`src/rtl/gscs_pkg.sv`:
```
package gscs_pkg;

  // report id of the full input report
  localparam logic [7:0] ID_FULL = 8'h30;

  localparam int NUM_AXES = 4;
  localparam int AXIS_W = 12;
  localparam int BTN_IN_W = 24;
  localparam int BTN_OUT_W = 18;

  // change threshold on raw axes
  localparam logic [AXIS_W-1:0] DIFF_LIMIT = 12'd4;

  // single grip offset added or removed before scaling
  localparam logic [15:0] HALF_OFFSET = 16'd127;

  // pro scaling numerator |v - centre| * 127 stays below 2^PRO_NUM_W
  localparam int PRO_NUM_W = 20;
  localparam logic [7:0] PRO_MAX = 8'd127;

  // datapath widths of the reciprocal multiply
  localparam int NUM_W = 24;
  localparam int RECIP_W = 25;
  localparam int PROD_W = NUM_W + RECIP_W;
  localparam int Q_W = 20;

  // single grip divide by 4095, numerator below 2^24
  localparam int HALF_SPAN = 4095;
  localparam int HALF_SHIFT = 36;
  localparam logic [63:0] HALF_RECIP =
    ((64'd1 << HALF_SHIFT) + 64'(HALF_SPAN) - 64'd1) / 64'(HALF_SPAN);

  typedef struct packed {
    logic [7:0]  rpt_id;
    logic [23:0] lstick;
    logic [23:0] rstick;
    logic [23:0] button_bits;
  } in_item_t;

  typedef struct packed {
    logic [17:0] buttons;
    logic [7:0]  left_x;
    logic [7:0]  left_y;
    logic [7:0]  right_x;
    logic [7:0]  right_y;
  } out_item_t;

  typedef enum logic [1:0] {
    AXIS_ZERO,
    AXIS_PRO,
    AXIS_HALF
  } axis_kind_t;

  typedef struct packed {
    axis_kind_t       kind;
    logic             inv;   // y axis, output is 255 - value
    logic             neg;   // pro: axis below centre
    logic             one;   // half: operand is zero, scale gives 1
    logic [NUM_W-1:0] num;   // dividend of the reciprocal multiply
  } axis_op_t;

  typedef struct packed {
    logic [BTN_OUT_W-1:0]             buttons;
    axis_op_t [NUM_AXES-1:0]          ops;
  } trk_t;

endpackage

```
`src/rtl/gamepad_stick_calibrate_scale.sv`:
```
// throughput: one report per cycle; every stage moves when the stage after it has room
// stages: input register, tracking and operand register, reciprocal product register,
// result register; the product stage holds one 24x25 multiplier per axis
// reset: synchronous active low, clears pro_mode, centres, calibration count and history
module gamepad_stick_calibrate_scale #(
  parameter int CAL_REPORTS = 4,
  parameter int STICK_SPAN  = 1600
) (
  input  logic                clk,
  input  logic                rst_n,
  input  logic                in_valid,
  output logic                in_stall,
  input  gscs_pkg::in_item_t  in_data,
  output logic                out_valid,
  input  logic                out_stall,
  output gscs_pkg::out_item_t out_data,
  input  logic                cfg_valid,
  output logic                cfg_ready,
  input  logic                cfg_data
);

  logic pro_mode_r;

  logic                     v1_r, v2, v3_r, v4_r;
  logic                     rdy1, rdy2, rdy3, rdy4;
  gscs_pkg::in_item_t       in1_r;
  gscs_pkg::trk_t           trk;
  logic [gscs_pkg::BTN_OUT_W-1:0]        btn3_r;
  logic [gscs_pkg::NUM_AXES-1:0][7:0]    axis_val;
  gscs_pkg::out_item_t      out_r;

  assign cfg_ready = 1'b1;

  always_ff @(posedge clk) begin
    if (!rst_n) pro_mode_r <= 1'b0;
    else if (cfg_valid && cfg_ready) pro_mode_r <= cfg_data;
  end

  // a stage takes a new item when it is empty or its item moves on
  assign rdy4 = !v4_r || !out_stall;
  assign rdy3 = !v3_r || rdy4;
  assign rdy2 = !v2 || rdy3;
  assign rdy1 = !v1_r || rdy2;
  assign in_stall = !rdy1;

  always_ff @(posedge clk) begin
    if (!rst_n) begin
      v1_r <= 1'b0;
      v3_r <= 1'b0;
      v4_r <= 1'b0;
    end else begin
      if (rdy1) v1_r <= in_valid;
      if (rdy3) v3_r <= v2;
      if (rdy4) v4_r <= v3_r;
    end
  end

  always_ff @(posedge clk) begin
    if (rdy1 && in_valid) in1_r <= in_data;
    if (rdy3) btn3_r <= trk.buttons;
    if (rdy4) out_r <= {btn3_r, axis_val[0], axis_val[1], axis_val[2], axis_val[3]};
  end

  gscs_track #(
    .CAL_REPORTS (CAL_REPORTS)
  ) u_track (
    .clk      (clk),
    .rst_n    (rst_n),
    .pro_mode (pro_mode_r),
    .in_vld   (v1_r),
    .item     (in1_r),
    .adv      (rdy2),
    .out_vld  (v2),
    .trk      (trk)
  );

  for (genvar i = 0; i < gscs_pkg::NUM_AXES; i++) begin : g_axis
    gscs_axis #(
      .STICK_SPAN (STICK_SPAN)
    ) u_axis (
      .clk (clk),
      .en  (rdy3),
      .op  (trk.ops[i]),
      .val (axis_val[i])
    );
  end

  assign out_valid = v4_r;
  assign out_data  = out_r;

endmodule

```
`src/rtl/gscs_track.sv`:
```
module gscs_track #(
  parameter int CAL_REPORTS = 4
) (
  input  logic               clk,
  input  logic               rst_n,
  input  logic               pro_mode,
  input  logic               in_vld,
  input  gscs_pkg::in_item_t item,
  input  logic               adv,
  output logic               out_vld,
  output gscs_pkg::trk_t     trk
);

  localparam int CNT_W = $clog2(CAL_REPORTS + 1);
  localparam int AW = gscs_pkg::AXIS_W;

  logic [gscs_pkg::NUM_AXES-1:0][AW-1:0] ax;
  logic [gscs_pkg::NUM_AXES-1:0][AW-1:0] centre_r, centre_nxt;
  logic [gscs_pkg::NUM_AXES-1:0][AW-1:0] prev_r, prev_nxt;
  logic [gscs_pkg::BTN_IN_W-1:0]         prev_btn_r, prev_btn_nxt;
  logic [CNT_W-1:0]                      cnt_r, cnt_nxt;
  logic                                  vld_r;
  gscs_pkg::trk_t                        trk_r, trk_nxt;

  logic [gscs_pkg::BTN_IN_W-1:0] bb;
  logic                          id_ok, cal, changed, emit, consume;
  logic                          left_half, right_half;
  logic [gscs_pkg::NUM_AXES-1:0][15:0] hv;

  function automatic logic [AW-1:0] abs_diff(input logic [AW-1:0] a, input logic [AW-1:0] b);
    logic [AW:0] d;
    begin
      d = {1'b0, a} - {1'b0, b};
      abs_diff = d[AW] ? AW'(-d) : d[AW-1:0];
    end
  endfunction

  // (v - 1) * 255 for the single grip scaling
  function automatic logic [gscs_pkg::NUM_W-1:0] half_num(input logic [15:0] v);
    logic [15:0] vm;
    begin
      vm = v - 16'd1;
      half_num = {vm, 8'd0} - {8'd0, vm};
    end
  endfunction

  assign bb = item.button_bits;
  assign ax[0] = item.lstick[11:0];
  assign ax[1] = item.lstick[23:12];
  assign ax[2] = item.rstick[11:0];
  assign ax[3] = item.rstick[23:12];

  assign id_ok   = (item.rpt_id == gscs_pkg::ID_FULL);
  assign cal     = pro_mode && (cnt_r < CNT_W'(CAL_REPORTS));
  assign consume = in_vld && adv && id_ok;
  assign emit    = id_ok && !cal && changed;

  assign left_half  = (ax[2] == '0) && (ax[3] == '0);
  assign right_half = !left_half && (ax[0] == '0) && (ax[1] == '0);

  assign hv[0] = 16'(ax[0]) + gscs_pkg::HALF_OFFSET;
  assign hv[1] = 16'(ax[1]) - gscs_pkg::HALF_OFFSET;
  assign hv[2] = 16'(ax[2]);
  assign hv[3] = 16'(ax[3]) + gscs_pkg::HALF_OFFSET;

  always_comb begin
    changed = (bb != prev_btn_r);
    for (int i = 0; i < gscs_pkg::NUM_AXES; i++) begin
      if (abs_diff(ax[i], prev_r[i]) > gscs_pkg::DIFF_LIMIT) changed = 1'b1;
    end
  end

  // state update
  always_comb begin
    centre_nxt   = centre_r;
    prev_nxt     = prev_r;
    prev_btn_nxt = prev_btn_r;
    cnt_nxt      = cnt_r;
    if (consume && cal) begin
      for (int i = 0; i < gscs_pkg::NUM_AXES; i++) begin
        centre_nxt[i] = (cnt_r == '0) ? ax[i] :
                        AW'(({1'b0, centre_r[i]} + {1'b0, ax[i]}) >> 1);
      end
      prev_nxt     = ax;
      prev_btn_nxt = bb;
      cnt_nxt      = cnt_r + CNT_W'(1);
    end else if (consume && emit) begin
      prev_nxt     = ax;
      prev_btn_nxt = bb;
    end
  end

  // operands and button map
  always_comb begin
    logic [AW:0]   d;
    logic [AW-1:0] mag;
    logic          up, down, lft, rgt, home, start;
    trk_nxt = '0;
    for (int i = 0; i < gscs_pkg::NUM_AXES; i++) begin
      d   = {1'b0, ax[i]} - {1'b0, centre_r[i]};
      mag = d[AW] ? AW'(-d) : d[AW-1:0];
      trk_nxt.ops[i].inv = (i % 2) == 1;
      if (pro_mode) begin
        trk_nxt.ops[i].kind = gscs_pkg::AXIS_PRO;
        trk_nxt.ops[i].neg  = d[AW];
        trk_nxt.ops[i].num  = gscs_pkg::NUM_W'({mag, 7'd0} - {7'd0, mag});
      end else if ((left_half && i < 2) || (right_half && i >= 2)) begin
        trk_nxt.ops[i].kind = gscs_pkg::AXIS_HALF;
        trk_nxt.ops[i].one  = (hv[i] == '0);
        trk_nxt.ops[i].num  = half_num(hv[i]);
      end else begin
        trk_nxt.ops[i].kind = gscs_pkg::AXIS_ZERO;
      end
    end

    up    = bb[17];
    down  = bb[16];
    rgt   = bb[18];
    lft   = bb[19];
    home  = bb[12];
    start = bb[9];
    if (!pro_mode && left_half) begin
      start = 1'b0;
    end else if (!pro_mode && right_half) begin
      up   = 1'b0;
      down = 1'b0;
      lft  = 1'b0;
      rgt  = 1'b0;
      home = 1'b0;
    end
    trk_nxt.buttons = {bb[13], home, bb[10], bb[11], start, bb[8],
                       bb[4] | bb[7], bb[20] | bb[23], bb[6], bb[22],
                       bb[1], bb[0], bb[3], bb[2], rgt, lft, down, up};
  end

  always_ff @(posedge clk) begin
    if (!rst_n) begin
      centre_r   <= '0;
      prev_r     <= '0;
      prev_btn_r <= '0;
      cnt_r      <= '0;
      vld_r      <= 1'b0;
    end else begin
      centre_r   <= centre_nxt;
      prev_r     <= prev_nxt;
      prev_btn_r <= prev_btn_nxt;
      cnt_r      <= cnt_nxt;
      if (adv) vld_r <= in_vld && emit;
    end
  end

  always_ff @(posedge clk) begin
    if (adv) trk_r <= trk_nxt;
  end

  assign out_vld = vld_r;
  assign trk     = trk_r;

endmodule

```
`src/rtl/gscs_axis.sv`:
```
module gscs_axis #(
  parameter int STICK_SPAN = 1600
) (
  input  logic               clk,
  input  logic               en,
  input  gscs_pkg::axis_op_t op,
  output logic [7:0]         val
);

  // exact floor divide by STICK_SPAN for numerators below 2^PRO_NUM_W
  localparam int SPAN_SHIFT = gscs_pkg::PRO_NUM_W + $clog2(STICK_SPAN);
  localparam logic [63:0] SPAN_RECIP =
    ((64'd1 << SPAN_SHIFT) + 64'(STICK_SPAN) - 64'd1) / 64'(STICK_SPAN);

  logic [gscs_pkg::PROD_W-1:0]  prod_r;
  gscs_pkg::axis_kind_t         kind_r;
  logic                         inv_r, neg_r, one_r;
  logic [gscs_pkg::RECIP_W-1:0] recip;
  logic [gscs_pkg::Q_W-1:0]     q;
  logic [7:0]                   base;

  assign recip = (op.kind == gscs_pkg::AXIS_PRO) ? gscs_pkg::RECIP_W'(SPAN_RECIP) :
                                                   gscs_pkg::RECIP_W'(gscs_pkg::HALF_RECIP);

  always_ff @(posedge clk) begin
    if (en) begin
      prod_r <= gscs_pkg::PROD_W'(op.num) * gscs_pkg::PROD_W'(recip);
      kind_r <= op.kind;
      inv_r  <= op.inv;
      neg_r  <= op.neg;
      one_r  <= op.one;
    end
  end

  always_comb begin
    q    = '0;
    base = '0;
    val  = '0;
    unique case (kind_r)
      gscs_pkg::AXIS_PRO: begin
        q = gscs_pkg::Q_W'(prod_r >> SPAN_SHIFT);
        // clamp to -128..127 and move to 0..255
        if (!neg_r) base = (q > gscs_pkg::Q_W'(gscs_pkg::PRO_MAX)) ? 8'd255 : {1'b1, q[6:0]};
        else        base = (q > gscs_pkg::Q_W'(gscs_pkg::PRO_MAX)) ? 8'd0 : 8'd128 - q[7:0];
        val = inv_r ? ~base : base;
      end
      gscs_pkg::AXIS_HALF: begin
        q    = gscs_pkg::Q_W'(prod_r >> gscs_pkg::HALF_SHIFT);
        base = one_r ? 8'd1 : q[7:0] + 8'd1;
        val  = inv_r ? ~base : base;
      end
      default: val = '0;
    endcase
  end

endmodule

```
`config.mk`:
```
export PLATFORM = sky130hd
export DESIGN_NAME = gamepad_stick_calibrate_scale
export DESIGN_NICKNAME = d
export VERILOG_FILES = /design/src/rtl/gscs_pkg.sv /design/src/rtl/gamepad_stick_calibrate_scale.sv /design/src/rtl/gscs_track.sv /design/src/rtl/gscs_axis.sv
export SDC_FILE = /design/constraint.sdc
export NUM_CORES = 2
export LEC_CHECK = 0
export BUFFER_PORTS_ARGS = -buffer_cell sky130_fd_sc_hd__buf_2
export CORE_UTILIZATION = 40
export DETAILED_ROUTE_END_ITERATION = 10
export GPL_TIMING_DRIVEN = 0
export REMOVE_ABC_BUFFERS = 1
export SLEW_MARGIN = 30
export SYNTH_ARGS = -nofsm -noshare
export SYNTH_HDL_FRONTEND = slang
export SYNTH_HIERARCHICAL = 1
export SYNTH_SLANG_ARGS = --single-unit
```
`constraint.sdc`:
```
create_clock -name clk -period 17.4 [get_ports clk]
set_input_delay 0.87 -clock clk [delete_from_list [all_inputs] [get_ports clk]]
set_output_delay 0.87 -clock clk [all_outputs]
set_load 0.02 [all_outputs]
```
# Yosys cells after proc, flatten, opt, wreduce, memory -nomap -nowiden
# Index checks and enable logic that the tools add are counted.
# totals
register_bits	610
in_bits	86
word_cells	231
output_inout_bits	53
# classes
reduce_logical	39
order_cmp	9
mux	64
multipliers	4
bitwise	8
n_eq_ne	8
addsub	44
# ops
op	n
$mux 24	10
$mul 24x25->49	4
$mux 12	12
$mux 8	14
$sub 12x12->13	8
$mux 48	2
$neg 12->12	8
$sub 24x16->24	4
$sub 19x12->20	4
$gt 18x7->1 const B	4
$logic_not 16->1	4
$pmux 8 s2	4
$add 12x12->13	4
$mux 25	2
$gt 12x3->1 const B	4
$logic_not 12->1	4
$sub 16x1->16 const B	3
$add 8x1->8 const B	4
$not 8->8	4
$sub 8x8->8 const A	4
$mux 7	4
$add 12x7->13 const B	2
$ne 24x24->1	1
$logic_and 1x1->1	14
other kinds (16)	48

# Depth between registers and ports, before layout
# logic_depth
word_depth	12
mapped_depth	30
mapped_depth_nobuf	28

# Cells and area by module
# Netlist, hierarchy kept.
# modules_own_cells
module	cells_each	area_per_inst_um2	n_inst
gscs_track	3214	25296.8	1
gscs_axis at g_axis[1].u_axis	1157	10981.8	1
gscs_axis at g_axis[3].u_axis	1122	10750.3	1
gscs_axis at g_axis[0].u_axis	1114	10719.0	1
gscs_axis at g_axis[2].u_axis	1091	10576.4	1
gamepad_stick_calibrate_scale	169	4623.2	1

# Worst setup path after synthesis
# No wires, ideal clock.
# synth_timing
path_type	flip-flop to flip-flop
from	register u_track.trk_r, in the netlist u_track/trk[115]
to	register g_axis[3].u_axis/prod_r[48] (netlist bit), data pin
arrival_time_ns	6.882
path_buffers	3
synth_period_minus_slack_ns	7.139
path_stages_with_launch	29
path_slack_ns	10.261
setup_time_ns	0.258
required_ns	17.142
path_cell_list	edfxtp_1 > buf_4 > nor2b_1 > clkbuf_1 > clkbuf_1 > nand2_1 > fa_1 > inv_1 > fa_1 > inv_1 > fa_1 > fa_1 > inv_1 > fa_1 > fa_1 > inv_1 > fa_1 > inv_1 > ha_1 > and3_1 > o2111a_2 > a22oi_4 > a31oi_4 > a21oi_4 > o21bai_4 > a211o_1 > and2_4 > o21ai_2 > xnor2_1
# synth_between
elab_chain_len	3
# synth_rtl
item	line_no	source
start, declared	gscs_track.sv:23	gscs_pkg::trk_t trk_r, trk_nxt;
start signal, assigned	gscs_track.sv:153	if (adv) trk_r <= trk_nxt;
$eq 2x1->1	gscs_axis.sv:22	assign recip = (op.kind == gscs_pkg::AXIS_PRO) ? gscs_pkg::RECIP_W'(SPAN_RECIP) :
$mux 25	gscs_axis.sv:22	
$mul 24x25->49	gscs_axis.sv:27	prod_r <= gscs_pkg::PROD_W'(op.num) * gscs_pkg::PROD_W'(recip);
end signal, assigned	gscs_axis.sv:27	
end, declared	gscs_axis.sv:15	logic [gscs_pkg::PROD_W-1:0] prod_r;
# No other way between the ends.
# A chain may end at the register's enable or synchronous reset.

==> flow_summary.yaml <==
run_status:
  outcome: "finished, final reports clean"
routing:
  m1WireLength_microns: 85600
  maxUsedRoutingLayer: "met5"
  vias: 53966
  drc: 0
  ant_nets: 0
  dr.pass1.iters: 6
  post_drt_via_cell_ratio: 5.23
  wl_microns: 188000
  dr_wl_met3_microns: 6770
  wl_met2_microns: 89700
  first_iter_violations: 3083
  wl_per_cell_microns: 18.2
critical_path:
  cpMaxStageDelayCell: "edfxtp_1"
  critical_path.cell_chain: "buf_8 > buf_8 > nor2b_4 > nand2_1 > inv_1 > ha_1 > inv_1 > fa_1 > fa_1 > fa_1 > inv_1 > fa_1 > fa_1 > inv_1 > fa_1 > inv_1 > ha_1 > a21o_1 > a2111oi_2 > o2111ai_2 > a31o_1 > a221o_1 > a21oi_2 > xnor2_1"
  start_kind: "flip-flop"
  worstPathMaxFanout: 26
  path_common_cell: "fa_1"
  critical_path_arrival_ps: 9170
  criticalPathCategory: "reg -> reg"
  cp.required_ps: 17810
  slowest_delay_ps: 660
  end_kind: "flip-flop"
clock_network:
  cts_buffer_depth: 3
  cts_resized: 0
  cts_hold_buffers: 0
  numCtsBuffers: 60
  htreeDepth: 2
  cts_tree: "yes"
  cts_setup_buffers: 0
  path_clk_slew_ps: 60
  clock_sinks: 488
  insertion_delay_ps: 750
  cts_root_buf: "clkbuf_16"
run:
  cap_violations: 0
die:
  core_area_sq_um: 181000
  die_h_microns: 429
  start_util_pct: 40.3
  die-area_sq_um: 184000
  die_w_microns: 429
  std_cell_rows: 156
  io_pins: 139
sta:
  max_freq_ghz: 0.114
  min_period_over_period_pct: 50.3
  rsz0062_at_grt: "no"
  setup_viol: 0
  skew_ps: 82.5
  tns_ps: 0
  hold_viol: 0
  slew_headroom_pct: 35.4
  tightest_slew_ps: 970
  finalMaxSlewViolations: 0
  fin_crit_ps: 8760
synthesis:
  yosysSeqAreaShare_pct: 18.3
  synth-edff-count: 360
  synth_flop_cell: "edfxtp_1"
  synth_cell_type_count: 129
  async_reset_ff_share_pct: 0
  synthCells: 7867
  synth-seq-cells: 488
  synth_warnings: 6
  synthesis.area_sq_um: 72900
  syn_area_per_cell_sq_um: 9.27
global_route:
  grt_pass1_vias: 54856
  grt_pass1_wl_microns: 301000
  antenna_found_initial: 9
  gr-total-overflow: 0
  grtUsageTotal_pct: 20.4
  grt_max_degree: 70
power_and_ir_drop:
  peakVddDrop_mv: 0.0939
  leakagePower_nw: 39.3
  power_density_nw_per_um2: 61.6
worst_hold_path:
  hp-class: "in -> reg"
placement:
  place.detailed.hpwl_microns: 156000
  io_buffer_count: 137
  gp_congestion: 0.913
  dp.cells: 10195
cells_and_area:
  fin_util_pct: 43.4
  stdcell_count: 10314
  final_common_cell: "inv_1"
  nets: 9929
  area_growth_pct: 7.56
  most-common-layout-cells: "inv_1, ha_1, fa_1"
  drive_above_1_share_pct: 5.11
[layout make-up]
class / count / area, sq um
antenna: 5 / 12.5
clock buffer: 69 / 1570
clock inverter: 45 / 533
fill: 17662 / 102000
inverter: 1578 / 5930
multi-input combinational: 5578 / 52800
sequential: 488 / 13400
tap: 2370 / 2970
timing repair buffer: 181 / 1290
[cells in the mapped netlist, drive strengths merged (21+ instances only)]
library cell | instances | area (sq um)
inv | 1578 | 5920
ha | 1172 | 14700
fa | 784 | 15700
nor2 | 414 | 1560
a21oi | 407 | 2090
nand2 | 399 | 1510
edfxtp | 360 | 10800
xnor2 | 320 | 2820
o21ai | 290 | 1470
xor2 | 204 | 1790
nand3 | 200 | 1010
clkbuf | 173 | 651
dfxtp | 128 | 2560
nor3 | 116 | 581
a21o | 94 | 706
and2 | 93 | 587
nand2b | 75 | 469
a211oi | 73 | 578
and3 | 64 | 407
buf | 64 | 365
o22ai | 63 | 394
or3 | 52 | 325
o21a | 51 | 384
o21bai | 50 | 387
a31oi | 49 | 328
nand4 | 48 | 322
o211ai | 44 | 330
a22oi | 37 | 292
nor2b | 37 | 231
nor4 | 33 | 206
or2 | 26 | 163
o31ai | 24 | 190
a211o | 21 | 184
[worst max-delay path: cells and delay by family (launching register included)]
family	cells	cell delay, ps
and+or+nand+nor	2	890
xor gates and xnor gates	1	90
DFF	1	660
adders and majority gates	8	3690
buffers and inverters	7	920
AOI/OAI and AO/OA	6	2200
[layer usage]
metal	vias to the layer above	GRT usage, %
li1	26328	-
met1	26430	27.5
met2	986	34.6
met3	208	2.04
met4	14	5.70
met5	-	0
[cells by family (layout without fill, tap and decap cells)]
group / count (synthesis) / count (layout) / synth area share, %
AO/OA/AOI/OAI: 1416 / 1416 / 12.8
XOR/XNOR: 525 / 525 / 6.34
adder cells (fa/ha/maj): 1957 / 1957 / 41.6
buffers and inverters: 1815 / 1873 / 9.51
flip-flops: 488 / 488 / 18.3
multiplexers: 21 / 21 / 0.295
other: 11 / 30 / 0.0566
AND/OR/NAND/NOR: 1634 / 1634 / 11.0
[report_power, final]
part,switching [mW],internal [mW]
registers,0.138,1.34
clock network,0.560,0.770
logic,1.21,0.818
total,1.91,2.92
[metrics by stage]
stage	setup WS (ps)	hold WS [ps]	cell area (sq um)	total power, mW
floorplan	8920	400	72000	2.95
global placement	3180	403	75600	3.48
detailed placement	8640	405	76300	3.51
CTS	8520	234	78400	4.89
global route	8260	262	78500	5.21
finish	8640	304	78500	4.83
[registers in the layout (all words and copies together) (netlist names)]
| name | count |
|---|---|
| g_axis.u_axis/kind_r | 8 |
| out_data | 50 |
| u_track/trk | 120 |
| g_axis.u_axis/one_r | 4 |
| g_axis.u_axis/prod_r | 72 |
| v1_r | 1 |
| u_track/prev_r | 48 |
| out_valid | 1 |
| u_track/prev_btn_r | 24 |
| btn3_r | 18 |
| u_track/out_vld | 1 |
| v3_r | 1 |
| g_axis.u_axis/inv_r | 4 |
| u_track/cnt_r | 3 |
| u_track/centre_r | 48 |
| pro_mode_r | 1 |
| in1_r | 80 |
| g_axis.u_axis/neg_r | 4 |
[final timing paths]
path                                        from                     endpoint  slack [ps]  depth (start not counted)
worst max-delay path             u_track/trk[56]  g_axis[2].u_axis/prod_r[47]        8640                         24
worst max register to register   u_track/trk[56]  g_axis[2].u_axis/prod_r[47]        8640                         24
worst min register to register  u_track/trk[123]                    btn3_r[7]         420                          0
worst min-delay path                 in_data[75]                    in1_r[75]         300                          1
Power figures use the tool's default switching activity.
